## src/hw/rtl/srwa_pkg.sv

```systemverilog
package srwa_pkg;

	localparam int SAMPLE_W = 10;
	localparam int CHAN_W   = 4;
	localparam int WIN_W    = 4;

	localparam int CHANNELS_DEF   = 10;
	localparam int MAX_WINDOW_DEF = 8;

	// longest window the 4-bit register can ask for
	localparam int WIN_MAX = (2 ** WIN_W) - 1;

	localparam logic [WIN_W-1:0] WIN_RESET = WIN_W'(5);
	localparam logic [WIN_W-1:0] WIN_MIN   = WIN_W'(3);

	// two samples are dropped from every window
	localparam logic [WIN_W-1:0] WIN_DROP  = WIN_W'(2);

	typedef enum logic [2:0] {
		ST_CLEAR,
		ST_IDLE,
		ST_WRITE,
		ST_READ,
		ST_DRAIN,
		ST_DIV_START,
		ST_DIV_WAIT,
		ST_OUT
	} srwa_state_t;

endpackage

```

## src/hw/rtl/spike_rejecting_window_average.sv

```systemverilog
// Spike-rejecting window average. Each item carries a 10-bit sample and its
// channel; the sample goes into that channel's ring of recent samples, then
// the first window_length entries of the ring are summed, the largest and
// smallest are dropped and the rest is divided by window_length - 2
// (truncated). One result per item whose channel is below CHANNELS; items
// on other channels are taken and dropped without any effect. One item is
// worked at a time, through a walk over the ring (one read a cycle) and
// the 10-step serial divider. The next item is taken as soon as the result
// sits in the output register, even while it is stalled. After reset the
// history memory is cleared one entry a cycle, all CHANNELS * MAX_WINDOW
// entries, with sample_stall high; window_length writes are taken during
// that time. window_length below 3 acts as 3, above MAX_WINDOW as MAX_WINDOW.
module spike_rejecting_window_average #(
	parameter int CHANNELS   = srwa_pkg::CHANNELS_DEF,
	parameter int MAX_WINDOW = srwa_pkg::MAX_WINDOW_DEF
) (
	input  logic                          clk,
	input  logic                          arst_n,
	// configuration
	input  logic                          window_length_we,
	input  logic [srwa_pkg::WIN_W-1:0]    window_length,
	// input items
	input  logic                          sample_valid,
	output logic                          sample_stall,
	input  logic [srwa_pkg::CHAN_W-1:0]   channel,
	input  logic [srwa_pkg::SAMPLE_W-1:0] sample,
	// result items
	output logic                          result_valid,
	input  logic                          result_stall,
	output logic [srwa_pkg::CHAN_W-1:0]   out_channel,
	output logic [srwa_pkg::SAMPLE_W-1:0] filtered_value
);

	localparam int SW      = srwa_pkg::SAMPLE_W;
	localparam int CW      = srwa_pkg::CHAN_W;
	localparam int WW      = srwa_pkg::WIN_W;
	localparam int MAX_LEN = (MAX_WINDOW < srwa_pkg::WIN_MAX) ? MAX_WINDOW : srwa_pkg::WIN_MAX;
	localparam int DEPTH   = CHANNELS * MAX_WINDOW;
	localparam int AW      = $clog2(DEPTH);
	localparam int CIW     = (CHANNELS > 1) ? $clog2(CHANNELS) : 1;
	localparam int PW      = $clog2(MAX_LEN);
	localparam int SUM_W   = $clog2(MAX_LEN * (2 ** SW));

	srwa_pkg::srwa_state_t state_q, state_d;

	// configuration and latched item
	logic [WW-1:0]  win_len_q;
	logic [WW-1:0]  len_q;
	logic [CW-1:0]  chan_q;
	logic [SW-1:0]  smp_q;

	// per-channel write position, below the window in use when it was written
	logic [PW-1:0]  wp_q [CHANNELS];

	logic [AW-1:0]  clr_addr_q;
	logic [WW-1:0]  rd_cnt_q;
	logic           rd_vld_s1;
	logic           rd_first_s1;

	// running sum, max and min over the window
	logic [SUM_W-1:0] sum_q;
	logic [SW-1:0]    hi_q;
	logic [SW-1:0]    lo_q;

	logic          result_valid_q;
	logic [CW-1:0] out_channel_q;
	logic [SW-1:0] filtered_value_q;

	logic          accept;
	logic          chan_ok;
	logic [WW-1:0] eff_len;
	logic [WW-1:0] wp_cur;
	logic [WW-1:0] pos;
	logic [WW-1:0] pos_next;
	logic [AW-1:0] base_addr;

	logic          mem_we;
	logic [AW-1:0] mem_waddr;
	logic [SW-1:0] mem_wdata;
	logic [AW-1:0] mem_raddr;
	logic [SW-1:0] mem_rdata;

	logic             div_start;
	logic             div_done;
	logic [SUM_W-1:0] dividend;
	logic [SW-1:0]    quotient;
	logic             load_result;
	logic             result_taken;

	// window length saturated to the legal range
	always_comb begin
		eff_len = win_len_q;
		if (win_len_q < srwa_pkg::WIN_MIN) begin
			eff_len = srwa_pkg::WIN_MIN;
		end else if (win_len_q > WW'(MAX_LEN)) begin
			eff_len = WW'(MAX_LEN);
		end
	end

	assign chan_ok = {1'b0, channel} < (CW + 1)'(CHANNELS);
	assign accept  = sample_valid && !sample_stall;

	// ring position: a position left over from a longer window restarts at 0
	assign wp_cur    = WW'(wp_q[chan_q[CIW-1:0]]);
	assign pos       = (wp_cur >= len_q) ? '0 : wp_cur;
	assign pos_next  = (pos == len_q - WW'(1)) ? '0 : pos + WW'(1);
	assign base_addr = AW'(chan_q) * AW'(MAX_WINDOW);

	assign dividend     = sum_q - SUM_W'(hi_q) - SUM_W'(lo_q);
	assign result_taken = result_valid_q && !result_stall;

	// sequencer: next state and datapath controls
	always_comb begin
		state_d      = state_q;
		sample_stall = 1'b1;
		mem_we       = 1'b0;
		mem_waddr    = base_addr + AW'(pos);
		mem_wdata    = smp_q;
		mem_raddr    = base_addr + AW'(rd_cnt_q);
		div_start    = 1'b0;
		load_result  = 1'b0;
		case (state_q)
			srwa_pkg::ST_CLEAR: begin
				mem_we    = 1'b1;
				mem_waddr = clr_addr_q;
				mem_wdata = '0;
				if (clr_addr_q == AW'(DEPTH - 1)) begin
					state_d = srwa_pkg::ST_IDLE;
				end
			end
			srwa_pkg::ST_IDLE: begin
				sample_stall = 1'b0;
				if (sample_valid && chan_ok) begin
					state_d = srwa_pkg::ST_WRITE;
				end
			end
			srwa_pkg::ST_WRITE: begin
				mem_we  = 1'b1;
				state_d = srwa_pkg::ST_READ;
			end
			srwa_pkg::ST_READ: begin
				if (rd_cnt_q == len_q - WW'(1)) begin
					state_d = srwa_pkg::ST_DRAIN;
				end
			end
			srwa_pkg::ST_DRAIN: begin
				// last read data lands in the accumulator here
				state_d = srwa_pkg::ST_DIV_START;
			end
			srwa_pkg::ST_DIV_START: begin
				div_start = 1'b1;
				state_d   = srwa_pkg::ST_DIV_WAIT;
			end
			srwa_pkg::ST_DIV_WAIT: begin
				if (div_done) begin
					state_d = srwa_pkg::ST_OUT;
				end
			end
			srwa_pkg::ST_OUT: begin
				// wait for the output register to free up
				if (!result_valid_q || !result_stall) begin
					load_result = 1'b1;
					state_d     = srwa_pkg::ST_IDLE;
				end
			end
			default: begin
				state_d = srwa_pkg::ST_IDLE;
			end
		endcase
	end

	always_ff @(posedge clk or negedge arst_n) begin
		if (!arst_n) begin
			state_q <= srwa_pkg::ST_CLEAR;
		end else begin
			state_q <= state_d;
		end
	end

	always_ff @(posedge clk or negedge arst_n) begin
		if (!arst_n) begin
			win_len_q <= srwa_pkg::WIN_RESET;
		end else if (window_length_we) begin
			win_len_q <= window_length;
		end
	end

	// clearing sweep address
	always_ff @(posedge clk or negedge arst_n) begin
		if (!arst_n) begin
			clr_addr_q <= '0;
		end else if (state_q == srwa_pkg::ST_CLEAR) begin
			clr_addr_q <= clr_addr_q + AW'(1);
		end
	end

	always_ff @(posedge clk or negedge arst_n) begin
		if (!arst_n) begin
			for (int i = 0; i < CHANNELS; i++) begin
				wp_q[i] <= '0;
			end
		end else if (state_q == srwa_pkg::ST_WRITE) begin
			wp_q[chan_q[CIW-1:0]] <= pos_next[PW-1:0];
		end
	end

	// latch the item on acceptance
	always_ff @(posedge clk) begin
		if (accept) begin
			chan_q <= channel;
			smp_q  <= sample;
			len_q  <= eff_len;
		end
	end

	// window walk: one read issued a cycle, its data in the next cycle
	always_ff @(posedge clk or negedge arst_n) begin
		if (!arst_n) begin
			rd_cnt_q    <= '0;
			rd_vld_s1   <= 1'b0;
			rd_first_s1 <= 1'b0;
		end else begin
			rd_vld_s1   <= state_q == srwa_pkg::ST_READ;
			rd_first_s1 <= (state_q == srwa_pkg::ST_READ) && (rd_cnt_q == '0);
			if (state_q == srwa_pkg::ST_READ) begin
				rd_cnt_q <= rd_cnt_q + WW'(1);
			end else begin
				rd_cnt_q <= '0;
			end
		end
	end

	always_ff @(posedge clk) begin
		if (rd_vld_s1) begin
			if (rd_first_s1) begin
				sum_q <= SUM_W'(mem_rdata);
				hi_q  <= mem_rdata;
				lo_q  <= mem_rdata;
			end else begin
				sum_q <= sum_q + SUM_W'(mem_rdata);
				if (mem_rdata > hi_q) begin
					hi_q <= mem_rdata;
				end
				if (mem_rdata < lo_q) begin
					lo_q <= mem_rdata;
				end
			end
		end
	end

	// output register
	always_ff @(posedge clk or negedge arst_n) begin
		if (!arst_n) begin
			result_valid_q <= 1'b0;
		end else if (load_result) begin
			result_valid_q <= 1'b1;
		end else if (result_taken) begin
			result_valid_q <= 1'b0;
		end
	end

	always_ff @(posedge clk) begin
		if (load_result) begin
			out_channel_q    <= chan_q;
			filtered_value_q <= quotient;
		end
	end

	srwa_hist_mem #(
		.DEPTH (DEPTH),
		.AW    (AW)
	) u_hist_mem (
		.clk   (clk),
		.we    (mem_we),
		.waddr (mem_waddr),
		.wdata (mem_wdata),
		.raddr (mem_raddr),
		.rdata (mem_rdata)
	);

	srwa_div #(
		.SUM_W (SUM_W)
	) u_div (
		.clk      (clk),
		.arst_n   (arst_n),
		.start    (div_start),
		.dividend (dividend),
		.divisor  (len_q - srwa_pkg::WIN_DROP),
		.done     (div_done),
		.quotient (quotient)
	);

	assign result_valid   = result_valid_q;
	assign out_channel    = out_channel_q;
	assign filtered_value = filtered_value_q;

endmodule

```

## src/hw/rtl/srwa_hist_mem.sv

```systemverilog
module srwa_hist_mem #(
	parameter int DEPTH = srwa_pkg::CHANNELS_DEF * srwa_pkg::MAX_WINDOW_DEF,
	parameter int AW    = $clog2(DEPTH)
) (
	input  logic                          clk,
	input  logic                          we,
	input  logic [AW-1:0]                 waddr,
	input  logic [srwa_pkg::SAMPLE_W-1:0] wdata,
	input  logic [AW-1:0]                 raddr,
	output logic [srwa_pkg::SAMPLE_W-1:0] rdata
);

	logic [srwa_pkg::SAMPLE_W-1:0] mem_q [DEPTH];

	always_ff @(posedge clk) begin
		if (we) begin
			mem_q[waddr] <= wdata;
		end
	end

	// registered read port
	always_ff @(posedge clk) begin
		rdata <= mem_q[raddr];
	end

endmodule

```

## src/hw/rtl/srwa_div.sv

```systemverilog
module srwa_div #(
	parameter int SUM_W = 14
) (
	input  logic                          clk,
	input  logic                          arst_n,
	input  logic                          start,
	input  logic [SUM_W-1:0]              dividend,
	input  logic [srwa_pkg::WIN_W-1:0]    divisor,
	output logic                          done,
	output logic [srwa_pkg::SAMPLE_W-1:0] quotient
);

	localparam int QW    = srwa_pkg::SAMPLE_W;
	localparam int WW    = srwa_pkg::WIN_W;
	localparam int CNT_W = $clog2(QW + 1);

	logic             busy_q;
	logic             done_q;
	logic [CNT_W-1:0] cnt_q;
	logic [WW-1:0]    rem_q;
	logic [WW-1:0]    div_q;
	logic [QW-1:0]    quo_q;

	logic [WW:0]      trial;
	logic             ge;
	logic [WW-1:0]    rem_d;

	// restoring step: quotient fits in QW bits, so the upper dividend bits
	// already sit below the divisor and only QW steps are needed
	assign trial = {rem_q, quo_q[QW-1]};
	assign ge    = trial >= {1'b0, div_q};
	assign rem_d = ge ? WW'(trial - {1'b0, div_q}) : trial[WW-1:0];

	always_ff @(posedge clk or negedge arst_n) begin
		if (!arst_n) begin
			busy_q <= 1'b0;
			done_q <= 1'b0;
			cnt_q  <= '0;
		end else begin
			done_q <= 1'b0;
			if (start) begin
				busy_q <= 1'b1;
				cnt_q  <= CNT_W'(QW);
			end else if (busy_q) begin
				cnt_q <= cnt_q - CNT_W'(1);
				if (cnt_q == CNT_W'(1)) begin
					busy_q <= 1'b0;
					done_q <= 1'b1;
				end
			end
		end
	end

	always_ff @(posedge clk) begin
		if (start) begin
			rem_q <= WW'(dividend >> QW);
			quo_q <= dividend[QW-1:0];
			div_q <= divisor;
		end else if (busy_q) begin
			rem_q <= rem_d;
			quo_q <= {quo_q[QW-2:0], ge};
		end
	end

	assign done     = done_q;
	assign quotient = quo_q;

endmodule

```

## config.mk

```make
export PLATFORM = sky130hd
export DESIGN_NAME = spike_rejecting_window_average
export DESIGN_NICKNAME = d
export VERILOG_FILES = /design/src/hw/rtl/srwa_pkg.sv /design/src/hw/rtl/spike_rejecting_window_average.sv /design/src/hw/rtl/srwa_hist_mem.sv /design/src/hw/rtl/srwa_div.sv
export SDC_FILE = /design/constraint.sdc
export NUM_CORES = 1
export LEC_CHECK = 0
export BUFFER_PORTS_ARGS = -buffer_cell sky130_fd_sc_hd__buf_2
export CAP_MARGIN = 25
export CORE_ASPECT_RATIO = 0.6
export CORE_MARGIN = 2
export CORE_UTILIZATION = 31
export DETAILED_ROUTE_END_ITERATION = 8
export GPL_ROUTABILITY_DRIVEN = 0
export PLACE_DENSITY = 0.53
export RECOVER_POWER = 50
export SLEW_MARGIN = 20
export SYNTH_ARGS = -nofsm -noshare
export SYNTH_HDL_FRONTEND = slang
export SYNTH_SLANG_ARGS = --single-unit
```

## constraint.sdc

```tcl
create_clock -name clk -period 3.6 [get_ports clk]
set_input_delay 0.36 -clock clk [delete_from_list [all_inputs] [get_ports clk]]
set_output_delay 0.36 -clock clk [all_outputs]
set_load 0.05 [all_outputs]
```

==> run metrics <==
clock latency on the worst-skew pair around 0.67 ns; Row Count 100; final count of hold timing violations 0; first-pass GRT wire length 148000 µm; Syn Inst Count ~2200; CP Class reg2reg; Iter 0 DRT Violations 2484; H-tree depth 3; final worst setup slack slightly below 0.1 ns; Top FF cell, synth edfxtp_1; drt pass-1 iters 6; DR vias around 21000; Setup Skew 0.0208 ns; final worst-path cycle share a little over nine tenths; Setup Slack @ Placement -0.369 ns; Max Clock Freq between 0.2 and 0.3 GHz; met3 Usage GRT under 10%; outcome finished clean; DRC violations left 0; Total Nets Final ~2500; post-synthesis cell type count 68; WP buf/inv 4; synthesized area around 39000 µm²; # IOs 39; unrepaired setup endpoints after global routing yes; ys async rst share about 6.0%; die area about 130000 µm²; slew margin rel. between 20% and 30%; R2R Setup Slk 0.1 ns; hold path start sample_valid; routing usage on met2 a little over a fifth; Finished Cell Area 46100 µm²; cell breakdown of the critical path buf_12, mux2i_1, nor2_2, a41oi_2, inv_1, ha_1, nor2_1, a211oi_2, o31ai_2, buf_4, nor2b_1, buf_4, nand2_1, nor2_2; CTS tree yes; met1 usage ~24%; CP Capture Type flip-flop; antenna cells 0; R2R Path Start chan_q[0]; Mapped Avg Cell Area roughly 18 µm²; vias in the first global route 21200; data arrival time of the worst path roughly 3.8 ns; largest net degree at the start of global routing just over 80; Worst Hold Path Cells 4; leading area contributor after synthesis edfxtp_1; CP top delay family simple AND/OR/NAND/NOR gates; Max Cap Viol 0; count leader, synth edfxtp_1; register area share after synthesis 72.0%; core area 124000 µm²; Starting Density a little under a third; end of the worst hold path len_q[3]; Reg clk slew, reported paths 0.07 ns; Max VDD drop 389 µV; Final Setup Violations 0; CP Depth 14; area post-placement 42700 µm²; Syn-to-layout area delta 17.9%; multi-input logic area between 10000 and 15000 µm²; Register-to-Register Path Depth 14; CTS buffer count 85; number of synthesized flops with an enable pin 882; clk root buf clkbuf_16; DR vias/cell 5.08; Final Critical Period 3.50 ns; Power Dens Cells a little over 700 nW/µm²; commonest cells in the netlist edfxtp_1, mux4_2, nand2_1; Sequential cell area about 28000 µm²; Final Max Tran Viols 0; GRT overflow 0; Final ANT Viol Nets 0; worst-margin pin slew approximately 1.1 ns; worst path required time around 3.9 ns; crit-path max FO 17; synthesis-stage register bit count 950; reg2reg end u_hist_mem.mem_q[4][0]; dpl hpwl 66300 µm; global route hottest layer met1; Die Ht between 200 and 300 µm; WL/cell 24.3 µm; Synth area leaders edfxtp_1, mux4_2, dfrtp_1; Pleak between 10 and 15 nW; Critical Path Source Type flip-flop; initial antenna violation count 2; share of cells above drive strength 1 about 25%; critical path's slowest cell nor2_2; Clock Path Buffers 3; worst hold path type in2reg; total track usage 15.6%; buffers added on ports 38; syn_nets between 2000 and 2500; area share of the largest cell type after synthesis 67.8%; Num Clock Sinks 950; DRT Wirelength between 100000 and 150000 µm; Die X 462 µm; Synth warnings 0; Layout fillers roughly 11000; CP peak stage delay between 0.5 and 0.6 ns
-- layout by cell type, fill, tap and decap left out, types with 29 or more instances in the layout --
| master | synthesis | layout |
|---|---|---|
| a21oi_1 | 50 | 50 |
| a22oi_1 | 50 | 50 |
| buf_12 | 0 | 36 |
| buf_2 | 31 | 35 |
| buf_4 | 12 | 162 |
| clkbuf_16 | 0 | 86 |
| dfrtp_1 | 55 | 52 |
| edfxtp_1 | 882 | 882 |
| ha_1 | 64 | 64 |
| inv_1 | 56 | 56 |
| mux2i_1 | 104 | 102 |
| mux4_2 | 181 | 181 |
| nand2_1 | 138 | 138 |
| nor2_1 | 134 | 102 |
| o21ai_0 | 44 | 44 |
| o31ai_1 | 29 | 29 |
-- kinds of logic after synthesis --
logic type / share of synthesized area, %
AOI/OAI and AO/OA: 4.88
xor gates and xnor gates: 0.941
adders and majority gates: 2.66
buffers and inverters: 1.89
DFF: 72.0
muxes: 13.2
and+or+nand+nor: 4.42
-- sequential cells by signal, indices dropped and copies added (netlist names), 7 cells and up --
register / cells
hi_q: 10
u_hist_mem.mem_q: 800
u_hist_mem.rdata: 10
filtered_value: 10
wp_q: 30
lo_q: 10
sum_q: 13
clr_addr_q: 7
smp_q: 10
u_div.quotient: 10
-- routing by layer --
metal  up-vias  routed length, µm
met5         -                  0
met4         0               1470
met3       106               9580
met2       874              41500
met1     11100              49100
li1       9186                  -
-- through the flow --
stage	instances	utilization [%]	power (mW)	hold WS [ns]	setup TNS (ns)
after global placement	3991	34.3	23.4	0.333	-25.79
after detailed placement	3991	34.3	23.6	0.344	-34.03
after floorplan	2183	-	20.1	0.0644	0
after global routing	4188	37.0	34.2	0.286	-3.38
final	4188	37.0	32.7	0.290	0
after CTS	4175	36.8	32.9	0.156	-0.420
-- layout make-up --
type | count | share of cell area [%]
sequential | 950 | 61.0
multi-input combinational | 1071 | 22.6
timing repair buffer | 273 | 5.37
clock buffer | 106 | 4.92
tap | 1683 | 4.57
clock inverter | 47 | 0.988
inverter | 58 | 0.472
-- worst reg2reg max path, stage by stage (launching register included) --
cell and delay, ns:
edfxtp_1 0.38, buf_12 0.19, mux2i_1 0.32, nor2_2 0.07
a41oi_2 0.22, inv_1 0.07, ha_1 0.28, nor2_1 0.05
a211oi_2 0.25, o31ai_2 0.11, buf_4 0.15, nor2b_1 0.16
buf_4 0.21, nand2_1 0.18, nor2_2 0.54
-- power breakdown --
| group | internal, mW | leakage, nW | switching, mW | total, mW |
|---|---|---|---|---|
| registers | 13.5 | 8.81 | 0.593 | 14.1 |
| logic | 3.77 | 4.82 | 5.66 | 9.43 |
| clock network | 5.00 | 1.33 | 4.10 | 9.10 |
| total | 22.3 | 15.0 | 10.3 | 32.7 |
-- how the worst max path moves through the flow --
stage | from | end
finish | chan_q[0] | u_hist_mem.mem_q[4][0]
global route | chan_q[0] | u_hist_mem.mem_q[4][7]
CTS | chan_q[0] | u_hist_mem.mem_q[30][6]
detailed placement | chan_q[0] | u_hist_mem.mem_q[16][3]
global placement | chan_q[0] | u_hist_mem.mem_q[24][7]
floorplan | chan_q[0] | u_hist_mem.mem_q[64][0]
-- what timing repair did --
item                                    CTS  global route
endpoints found under the setup margin  228           377
pin swaps                                 1            11
gates cloned                              0             1
buffers inserted                          5            12
resized for setup                        26            29
hold endpoints to repair                 39             0
hold buffers                             26             0
(Power assumes the default switching activity.)
